$ cat config.mk
export PLATFORM = sky130hd
export DESIGN_NAME = base64_stream_decoder
export DESIGN_NICKNAME = d
export VERILOG_FILES = /design/src/hdl/b64d_pkg.sv /design/src/hdl/base64_stream_decoder.sv /design/src/hdl/b64d_classify.sv /design/src/hdl/b64d_in_stage.sv /design/src/hdl/b64d_pack.sv
export VERILOG_INCLUDE_DIRS = /design/src /design/src/hdl
export SDC_FILE = /design/constraint.sdc
export NUM_CORES = 1
export LEC_CHECK = 0
export BUFFER_PORTS_ARGS = -buffer_cell sky130_fd_sc_hd__buf_2
export CAP_MARGIN = 40
export CORE_MARGIN = 5
export CORE_UTILIZATION = 50
export DETAILED_ROUTE_END_ITERATION = 10
export HOLD_SLACK_MARGIN = 0.06
export PLACE_DENSITY = 0.76
export SLEW_MARGIN = 20
export SYNTH_ARGS = -nofsm -noshare
export SYNTH_HDL_FRONTEND = slang
export SYNTH_HIERARCHICAL = 1
export SYNTH_SLANG_ARGS = --single-unit
$ cat constraint.sdc
create_clock -name clk_i -period 3.6 [get_ports clk_i]
set_input_delay 0.72 -clock clk_i [delete_from_list [all_inputs] [get_ports clk_i]]
set_output_delay 0.72 -clock clk_i [all_outputs]
set_load 0.05 [all_outputs]
$ cat src/hdl/assert_macros.svh
// Assertion macros used by the decoder RTL.
`ifndef ASSERT_MACROS_SVH
`define ASSERT_MACROS_SVH

// Check a property at every rising clock edge outside reset.
`define ASSERT_CLK(label, clk, rst_n, prop) \
  label: assert property (@(posedge clk) disable iff (!rst_n) prop) \
    else $error("assertion failed in base64 decoder");

// Check that a condition never holds at a rising clock edge outside reset.
`define ASSERT_NEVER(label, clk, rst_n, cond) \
  label: assert property (@(posedge clk) disable iff (!rst_n) !(cond)) \
    else $error("forbidden condition in base64 decoder");

`endif

$ cat src/hdl/b64d_pkg.sv
// Types and constants shared by the base64 stream decoder modules.
package b64d_pkg;

  localparam int unsigned CharW = 8;
  localparam int unsigned SymW  = 6;
  localparam int unsigned AccW  = 12;
  localparam int unsigned PendW = 3;

  localparam logic [CharW-1:0] LowerOfs  = 8'd26;
  localparam logic [CharW-1:0] DigitOfs  = 8'd52;
  localparam logic [SymW-1:0]  ValPlus   = 6'd62;
  localparam logic [SymW-1:0]  ValSlash  = 6'd63;
  localparam logic [PendW-1:0] PendFull  = 3'd6;
  localparam logic [PendW-1:0] PendStep  = 3'd2;

  typedef struct packed {
    logic [SymW-1:0] value;
    logic            skip;
    logic            bad;
  } sym_t;

endpackage

$ cat src/hdl/base64_stream_decoder.sv
// Top level of the streaming base64 decoder: one character in, one result out per transaction.
// Takes one character per cycle unless a result waits under out_stall_i, and returns exactly
// one result per character. An accepted character sits in the input register and is loaded
// into the result register when the result side advances; the result is presented from
// there. A new character may be accepted every cycle unless a result is stalled. While a
// result waits under out_stall_i, the result register holds and a full input register stalls
// the input side in the same cycle. The per-character work is a table lookup, a 6-bit shift
// into a 12-bit accumulator and a compare of the pending bit count, all between the input and
// result registers. Both standard and URL-safe alphabets decode; '=', LF, CR and space are
// skipped; any other byte flags the text as bad and suppresses bytes until the final
// character, whose result carries text_done and after which all state clears.
module base64_stream_decoder import b64d_pkg::*; (
  input  logic             clk_i,
  input  logic             rst_ni,
  input  logic             in_valid_i,
  output logic             in_stall_o,
  input  logic [CharW-1:0] text_char_i,
  input  logic             last_char_i,
  output logic             out_valid_o,
  input  logic             out_stall_i,
  output logic [CharW-1:0] out_byte_o,
  output logic             byte_valid_o,
  output logic             bad_text_o,
  output logic             text_done_o
);

  logic             advance;
  logic             stage_valid;
  logic [CharW-1:0] stage_char;
  logic             stage_last;
  sym_t             stage_sym;

  b64d_in_stage u_in_stage (
    .clk_i       (clk_i),
    .rst_ni      (rst_ni),
    .in_valid_i  (in_valid_i),
    .in_stall_o  (in_stall_o),
    .text_char_i (text_char_i),
    .last_char_i (last_char_i),
    .advance_i   (advance),
    .valid_o     (stage_valid),
    .char_o      (stage_char),
    .last_o      (stage_last)
  );

  b64d_classify u_classify (
    .text_char_i (stage_char),
    .sym_o       (stage_sym)
  );

  b64d_pack u_pack (
    .clk_i        (clk_i),
    .rst_ni       (rst_ni),
    .valid_i      (stage_valid),
    .sym_i        (stage_sym),
    .last_i       (stage_last),
    .advance_o    (advance),
    .out_valid_o  (out_valid_o),
    .out_stall_i  (out_stall_i),
    .out_byte_o   (out_byte_o),
    .byte_valid_o (byte_valid_o),
    .bad_text_o   (bad_text_o),
    .text_done_o  (text_done_o)
  );

endmodule

$ cat src/hdl/b64d_classify.sv
// Character classifier: maps one text byte to a 6-bit symbol, a skip or an error.
module b64d_classify import b64d_pkg::*; (
  input  logic [CharW-1:0] text_char_i,
  output sym_t             sym_o
);

  logic [CharW-1:0] upper_val;
  logic [CharW-1:0] lower_val;
  logic [CharW-1:0] digit_val;

  assign upper_val = text_char_i - 8'h41;
  assign lower_val = text_char_i - 8'h61 + LowerOfs;
  assign digit_val = text_char_i - 8'h30 + DigitOfs;

  always_comb begin
    sym_o = '{value: '0, skip: 1'b0, bad: 1'b0};
    unique case (text_char_i) inside
      [8'h41:8'h5a]: sym_o.value = upper_val[SymW-1:0];
      [8'h61:8'h7a]: sym_o.value = lower_val[SymW-1:0];
      [8'h30:8'h39]: sym_o.value = digit_val[SymW-1:0];
      8'h2b, 8'h2d:  sym_o.value = ValPlus;
      8'h2f, 8'h5f:  sym_o.value = ValSlash;
      8'h3d, 8'h0a, 8'h0d, 8'h20: sym_o.skip = 1'b1;
      default:       sym_o.bad = 1'b1;
    endcase
  end

endmodule

$ cat src/hdl/b64d_in_stage.sv
// Input register stage: captures one character transaction and holds it while stalled.
module b64d_in_stage import b64d_pkg::*; (
  input  logic             clk_i,
  input  logic             rst_ni,
  input  logic             in_valid_i,
  output logic             in_stall_o,
  input  logic [CharW-1:0] text_char_i,
  input  logic             last_char_i,
  input  logic             advance_i,
  output logic             valid_o,
  output logic [CharW-1:0] char_o,
  output logic             last_o
);

  logic             valid_q, valid_d;
  logic [CharW-1:0] char_q;
  logic             last_q;
  logic             load;

  assign in_stall_o = valid_q & ~advance_i;
  assign load       = in_valid_i & ~in_stall_o;
  assign valid_d    = load | (valid_q & ~advance_i);

  always_ff @(posedge clk_i or negedge rst_ni) begin
    if (!rst_ni) begin
      valid_q <= 1'b0;
    end else begin
      valid_q <= valid_d;
    end
  end

  always_ff @(posedge clk_i) begin
    if (load) begin
      char_q <= text_char_i;
      last_q <= last_char_i;
    end
  end

  assign valid_o = valid_q;
  assign char_o  = char_q;
  assign last_o  = last_q;

endmodule

$ cat src/hdl/b64d_pack.sv
// Bit accumulator, error flag and result register of the decoder.
module b64d_pack import b64d_pkg::*; (
  input  logic             clk_i,
  input  logic             rst_ni,
  input  logic             valid_i,
  input  sym_t             sym_i,
  input  logic             last_i,
  output logic             advance_o,
  output logic             out_valid_o,
  input  logic             out_stall_i,
  output logic [CharW-1:0] out_byte_o,
  output logic             byte_valid_o,
  output logic             bad_text_o,
  output logic             text_done_o
);

  `include "assert_macros.svh"

  logic [AccW-1:0]  acc_q, acc_d;
  logic [PendW-1:0] pend_q, pend_d;
  logic             err_q, err_d;
  logic             out_valid_q, out_valid_d;
  logic [CharW-1:0] byte_q, byte_d;
  logic             bvalid_q, bvalid_d;
  logic             bad_q, bad_d;
  logic             done_q;
  logic             fire;

  assign advance_o   = ~out_valid_q | ~out_stall_i;
  assign fire        = valid_i & advance_o;
  assign out_valid_d = advance_o ? valid_i : out_valid_q;

  always_comb begin
    logic [AccW-1:0] acc_sh;
    acc_sh   = {acc_q[AccW-SymW-1:0], sym_i.value};
    acc_d    = acc_q;
    pend_d   = pend_q;
    err_d    = err_q;
    byte_d   = '0;
    bvalid_d = 1'b0;
    if (!err_q) begin
      if (sym_i.bad) begin
        err_d = 1'b1;
      end else if (!sym_i.skip) begin
        acc_d = acc_sh;
        if (pend_q != '0) begin
          pend_d   = pend_q - PendStep;
          byte_d   = acc_sh[pend_d +: CharW];
          bvalid_d = 1'b1;
        end else begin
          pend_d = PendFull;
        end
      end
    end
    bad_d = err_d;
    if (last_i) begin
      acc_d  = '0;
      pend_d = '0;
      err_d  = 1'b0;
    end
  end

  always_ff @(posedge clk_i or negedge rst_ni) begin
    if (!rst_ni) begin
      acc_q       <= '0;
      pend_q      <= '0;
      err_q       <= 1'b0;
      out_valid_q <= 1'b0;
    end else begin
      out_valid_q <= out_valid_d;
      if (fire) begin
        acc_q  <= acc_d;
        pend_q <= pend_d;
        err_q  <= err_d;
      end
    end
  end

  always_ff @(posedge clk_i) begin
    if (fire) begin
      byte_q   <= byte_d;
      bvalid_q <= bvalid_d;
      bad_q    <= bad_d;
      done_q   <= last_i;
    end
  end

  assign out_valid_o  = out_valid_q;
  assign out_byte_o   = byte_q;
  assign byte_valid_o = bvalid_q;
  assign bad_text_o   = bad_q;
  assign text_done_o  = done_q;

  `ASSERT_NEVER(a_pend_odd, clk_i, rst_ni, pend_q[0])
  `ASSERT_CLK(a_last_clears, clk_i, rst_ni,
    (fire && last_i) |=> (pend_q == '0 && !err_q && acc_q == '0))
  `ASSERT_CLK(a_err_sticky, clk_i, rst_ni,
    (fire && err_q && !last_i) |=> (err_q && bad_q && !bvalid_q))
  `ASSERT_CLK(a_zero_byte, clk_i, rst_ni,
    (out_valid_q && !bvalid_q) |-> (byte_q == '0))

endmodule

## After elaboration in Yosys (flattened, before gate mapping)

Cells that the tools add are included.
W data, S select, Z words.

| word-level totals | value |
|---|---|
| flip-flop bits (word level) | 32 |
| bits in latches | 0 |
| bits in writable memories | 0 |
| bits in read-only memories | 0 |
| memories | 0 |

| cells by class | value |
|---|---|
| $add $sub $neg | 6 |
| multiply operators | 0 |
| div/mod/pow operators | 0 |
| magnitude comparators | 6 |
| eq/ne operators | 10 |
| shift operators | 1 |
| muxes and demuxes | 15 |
| bitwise logic cells | 11 |
| reduce and logical (&&, ||, !) cells | 12 |

Operators by type and width:

| kind | count |
|---|---|
| $eq A8 B6 Y1 const B | 5 |
| $pmux W6 S5 | 1 |
| $mux W6 | 4 |
| $eq A8 B4 Y1 const B | 2 |
| $ge A8 B7 Y1 const B | 2 |
| $le A8 B7 Y1 const B | 2 |
| $mux W3 | 5 |
| $shiftx A12 B4 Y8 | 1 |
| $sub A6 B6 Y6 const B | 2 |
| $reduce_or A11 Y1 | 1 |
| $eq A8 B7 Y1 const B | 1 |
| $ge A8 B6 Y1 const B | 1 |
| $le A8 B6 Y1 const B | 1 |
| $reduce_or A4 Y1 | 2 |
| $add A6 B5 Y6 const B | 1 |
| $add A6 B6 Y6 const B | 1 |
| $not A1 Y1 | 6 |
| $sub A6 B1 Y6 const B | 1 |
| $mux W1 | 5 |
| $ne A2 B2 Y1 const B | 2 |
| $reduce_and A4 Y1 | 1 |
| $reduce_or A2 Y1 | 2 |
| $and A1 B1 Y1 | 3 |
| $logic_and A1 B1 Y1 | 3 |
| other kinds (5) | 6 |

## Longest topological paths before layout

| depth | value |
|---|---|
| depth in word-level cells | 7 |
| mapped depth | 12 |

## Modules after synthesis

Netlist, hierarchy kept.

Modules (own cells, without submodules):

| module | instances | cells each | area an instance (um^2) |
|---|---|---|---|
| b64d_pack | 1 | 87 | 1067.3 |
| b64d_classify | 1 | 93 | 653.1 |
| b64d_in_stage | 1 | 14 | 327.8 |

## Worst setup path after synthesis

OpenSTA, ideal clock, no wires.

| timing | value |
|---|---|
| path kind | register to register |
| from | reg u_in_stage.char_q[2], in the netlist u_in_stage/char_o[2] |
| to | reg u_pack.byte_q[0], in the netlist u_pack/out_byte_o[0] (data pin) |
| library setup time | 0.255 ns |
| arrival time | 2.904 ns |
| data required time | 3.345 ns |
| setup slack | 0.441 ns |
| cell stages (with the launch flop) | 11 |
| buffers on the path | 1 |
| period minus slack after synthesis | 3.159 ns |
| cell sequence | edfxtp_1 -> clkbuf_1 -> inv_1 -> ha_1 -> a2111oi_0 -> nand3_1 -> nand2_1 -> nor2_1 -> or4_1 -> mux4_2 -> and3_1 |

RTL lines:

| element | line | source |
|---|---|---|
| from (decl) | b64d_in_stage.sv:16 | `logic [CharW-1:0] char_q;` |
| from (signal assigned) | b64d_in_stage.sv:34 | `char_q <= text_char_i;` |
| to (signal assigned) | b64d_pack.sv:81 | `byte_q <= byte_d;` |
| to (decl) | b64d_pack.sv:23 | `logic [CharW-1:0] byte_q, byte_d;` |

==> results.cfg <==
[routing]
drtAntennaViolNets = 0
dr.pass1.iters = 4
vias_per_cell = 5.86
drt_iter0_drc = 114
routedWlPerCell_um = 15.8
vias = 1606
drcViolationCount = 0
wirelength_mm = 4.32

[cts]
cts_resized = 0
tritoncts = built
hold_buffers = 0
clockRootBuffer = clkbuf_8
cts_setup_buffers = 0
clock_latency_ns = 0.28
clockBufferDepth = 2
cts_max_level = 2
clk_pin_slew_ns = 0.07
cts-buffers-inserted = 5
clock-sinks = 31

[floorplanning]
rows = 23
die-area_um2 = 5480
io_pins = 26
chipWidth_um = 74.0
start_util_pct = 51.2
core_area_um2 = 4000
dieHeight_um = 74.0

[setup_path]
regToRegStartpoint = u_in_stage/char_o[0]
worstPathArrival_ns = 3.31
setup.worst_path.end_class = register
critPathLaunchType = register
cp_max_fo = 8
r2r-end = u_pack/out_byte_o[0]
rrSetupSlack_ns = 0.33
worst_r2r_path_depth = 8
crit_required_ns = 3.64
crit_start = u_in_stage/char_o[0]
crit_type = register to register
critPathCapture = u_pack/out_byte_o[0]

[power]
p_total_w = 0.00122
p_per_area_nw_per_um2 = 522
p_leak_nw = 1.02
ir_drop_uv = 265

[finish]
fin_util_pct = 58.5
final_area_um2 = 2340
nFillCells = 344
multi_input_area_um2 = 1050
diodes = 0
regArea_um2 = 876
drive_gt1_share_pct = 25.0
syn2layout_area_growth_pct = 14.2
layout.nets = 248

[logic_synthesis]
yosysSeqAreaShare_pct = 42.8
synth-edff-count = 20
netlist_top_cells_area = edfxtp_1 29%, dfrtp_1 13%, ha_1 7.3%, mux4_2 4.4%, nand2_1 3.1%
synth.distinct_cells = 55
synth_seq_cells = 31
syn_nets = 219
synth_warnings = 6
postSynthAreaPerCell_um2 = 10.6
synth_top_area_share_pct = 29.3
synthFlopType = edfxtp_1
synth_area_leader_cell = edfxtp_1
synth_cells = 194
async_flop_share_pct = 35.5
netlist_area_um2 = 2050

[global_route]
grt_max_degree = 18
grt_antenna_before_repair = 0
grt_usage_pct = 17.5
grt-ovfl-total = 0
grt_pass1_vias = 1556
grt_pass1_wl_mm = 7.33

[timing]
fin_crit_ns = 3.27
final-hold-violation-count = 0
skew_ns = 0.00768
period_share_pct = 90.7
maxSlewHeadroom_pct = 50.6
rsz0062_at_grt = no
finalMaxSlewViolations = 0
tightest_slew_ns = 0.722
fin_ws_ns = 0.333
fmax_mhz = 306
finalSetupViolCount = 0
setup-tns-final_ns = 0

[placed_design]
placed_cell_area_um2 = 2230
dp_hpwl_mm = 3.19
place_congestion = 0.910
dp_slack_ns = 0.415
portBuffers = 25

[run_status]
outcome = completed

[job]
maxCapViolCount = 0

[worst_hold_path]
hp-class = input pin to asynchronous set/reset pin
-- layout make-up --
cell class	count	share of cell area, %
repair buffers	33	7.91
multi-input cells	136	44.9
inverters	16	2.57
flip-flops and latches	31	37.4
clock inverters	1	1.28
well taps	50	2.67
clock buffers	7	3.26
-- critical path: stages (launching register included) --
cell and delay [ns]:
edfxtp_1 0.51, ha_1 0.30, a2111oi_0 0.66, nor4bb_1 0.15, a21o_1 0.19, a221oi_1 0.25
o21ai_0 0.26, mux4_2 0.51, and3_1 0.19
-- sequential cells by signal (all words and copies together) (netlist names), 2 cells and up --
name / flops
u_pack/acc_q: 6
u_pack/pend_q: 2
u_in_stage/char_o: 8
u_pack/out_byte_o: 8
-- kinds of logic (layout without fill, tap and decap cells) --
kind of cell,after synthesis,after routing,share of synthesized area [%]
flip-flops,31,31,42.8
AND/OR/NAND/NOR,59,59,16.0
adder cells (fa/ha/maj),12,12,7.33
multiplexers,9,9,6.96
buffers and inverters,27,57,5.99
AO/OA/AOI/OAI,50,50,18.4
XOR/XNOR,6,6,2.57
-- worst min path at each step --
stage	slack [ns]	startpoint	depth (start not counted)	end
2_1_floorplan	0.42	rst_ni	0	u_in_stage/valid_o
3_3_place_gp	0.49	u_pack/pend_q[2]	2	u_pack/pend_q[2]
3_5_place_dp	0.50	u_pack/pend_q[2]	2	u_pack/pend_q[2]
4_1_cts	0.30	rst_ni	1	u_pack/acc_q[3]
5_1_grt	0.31	rst_ni	1	u_pack/acc_q[3]
6_report	0.30	rst_ni	1	u_pack/acc_q[3]
-- through the flow --
stage               cells  hold WS, ns
CTS                   274        0.301
finish                274        0.296
global placement      266        0.490
floorplan             194        0.424
global route          274        0.315
detailed placement    266        0.501
-- synth_stat cells (5+ instances only) --
library cell	n
a21oi_1	9
and3_1	5
clkbuf_1	5
dfrtp_1	11
edfxtp_1	20
ha_1	12
inv_1	15
nand2_1	17
nor2_1	8
nor3_1	5
o21ai_0	8
xnor2_1	5
-- report_power, final --
group / internal (W) / switching, W
combinational: 0.000168 / 0.000225
clock: 0.000207 / 0.000127
sequential: 0.000436 / 0.0000593
total: 0.000811 / 0.000411
-- per-layer routing --
| metal | wire [µm] | GRT usage (%) | vias up |
|---|---|---|---|
| met5 | 0 | 0 | - |
| met4 | 70 | 6.84 | 0 |
| met3 | 252 | 3.92 | 7 |
| met2 | 2090 | 28.3 | 54 |
| met1 | 1910 | 22.8 | 765 |
| li1 | - | - | 780 |
-- placed cells by master (no fill, tap or decap), drive strengths merged, types with 3 or more instances in the layout --
cell    synthesis  routed
xnor2           5       5
clkbuf          7       7
dfrtp          11      11
a21o            3       3
a211oi          4       4
mux2i           3       3
inv            16      16
buf             4      33
a31oi           4       4
o21ai           8       8
nor2            8       8
nand3b          4       4
edfxtp         20      20
mux4            4       4
o31a            3       3
nand2b          4       4
nor3            5       5
ha             12      12
nand3           3       3
and3            5       5
a22o            3       3
a21oi           9       9
nand2          17      17
(Power assumes the default switching activity.)
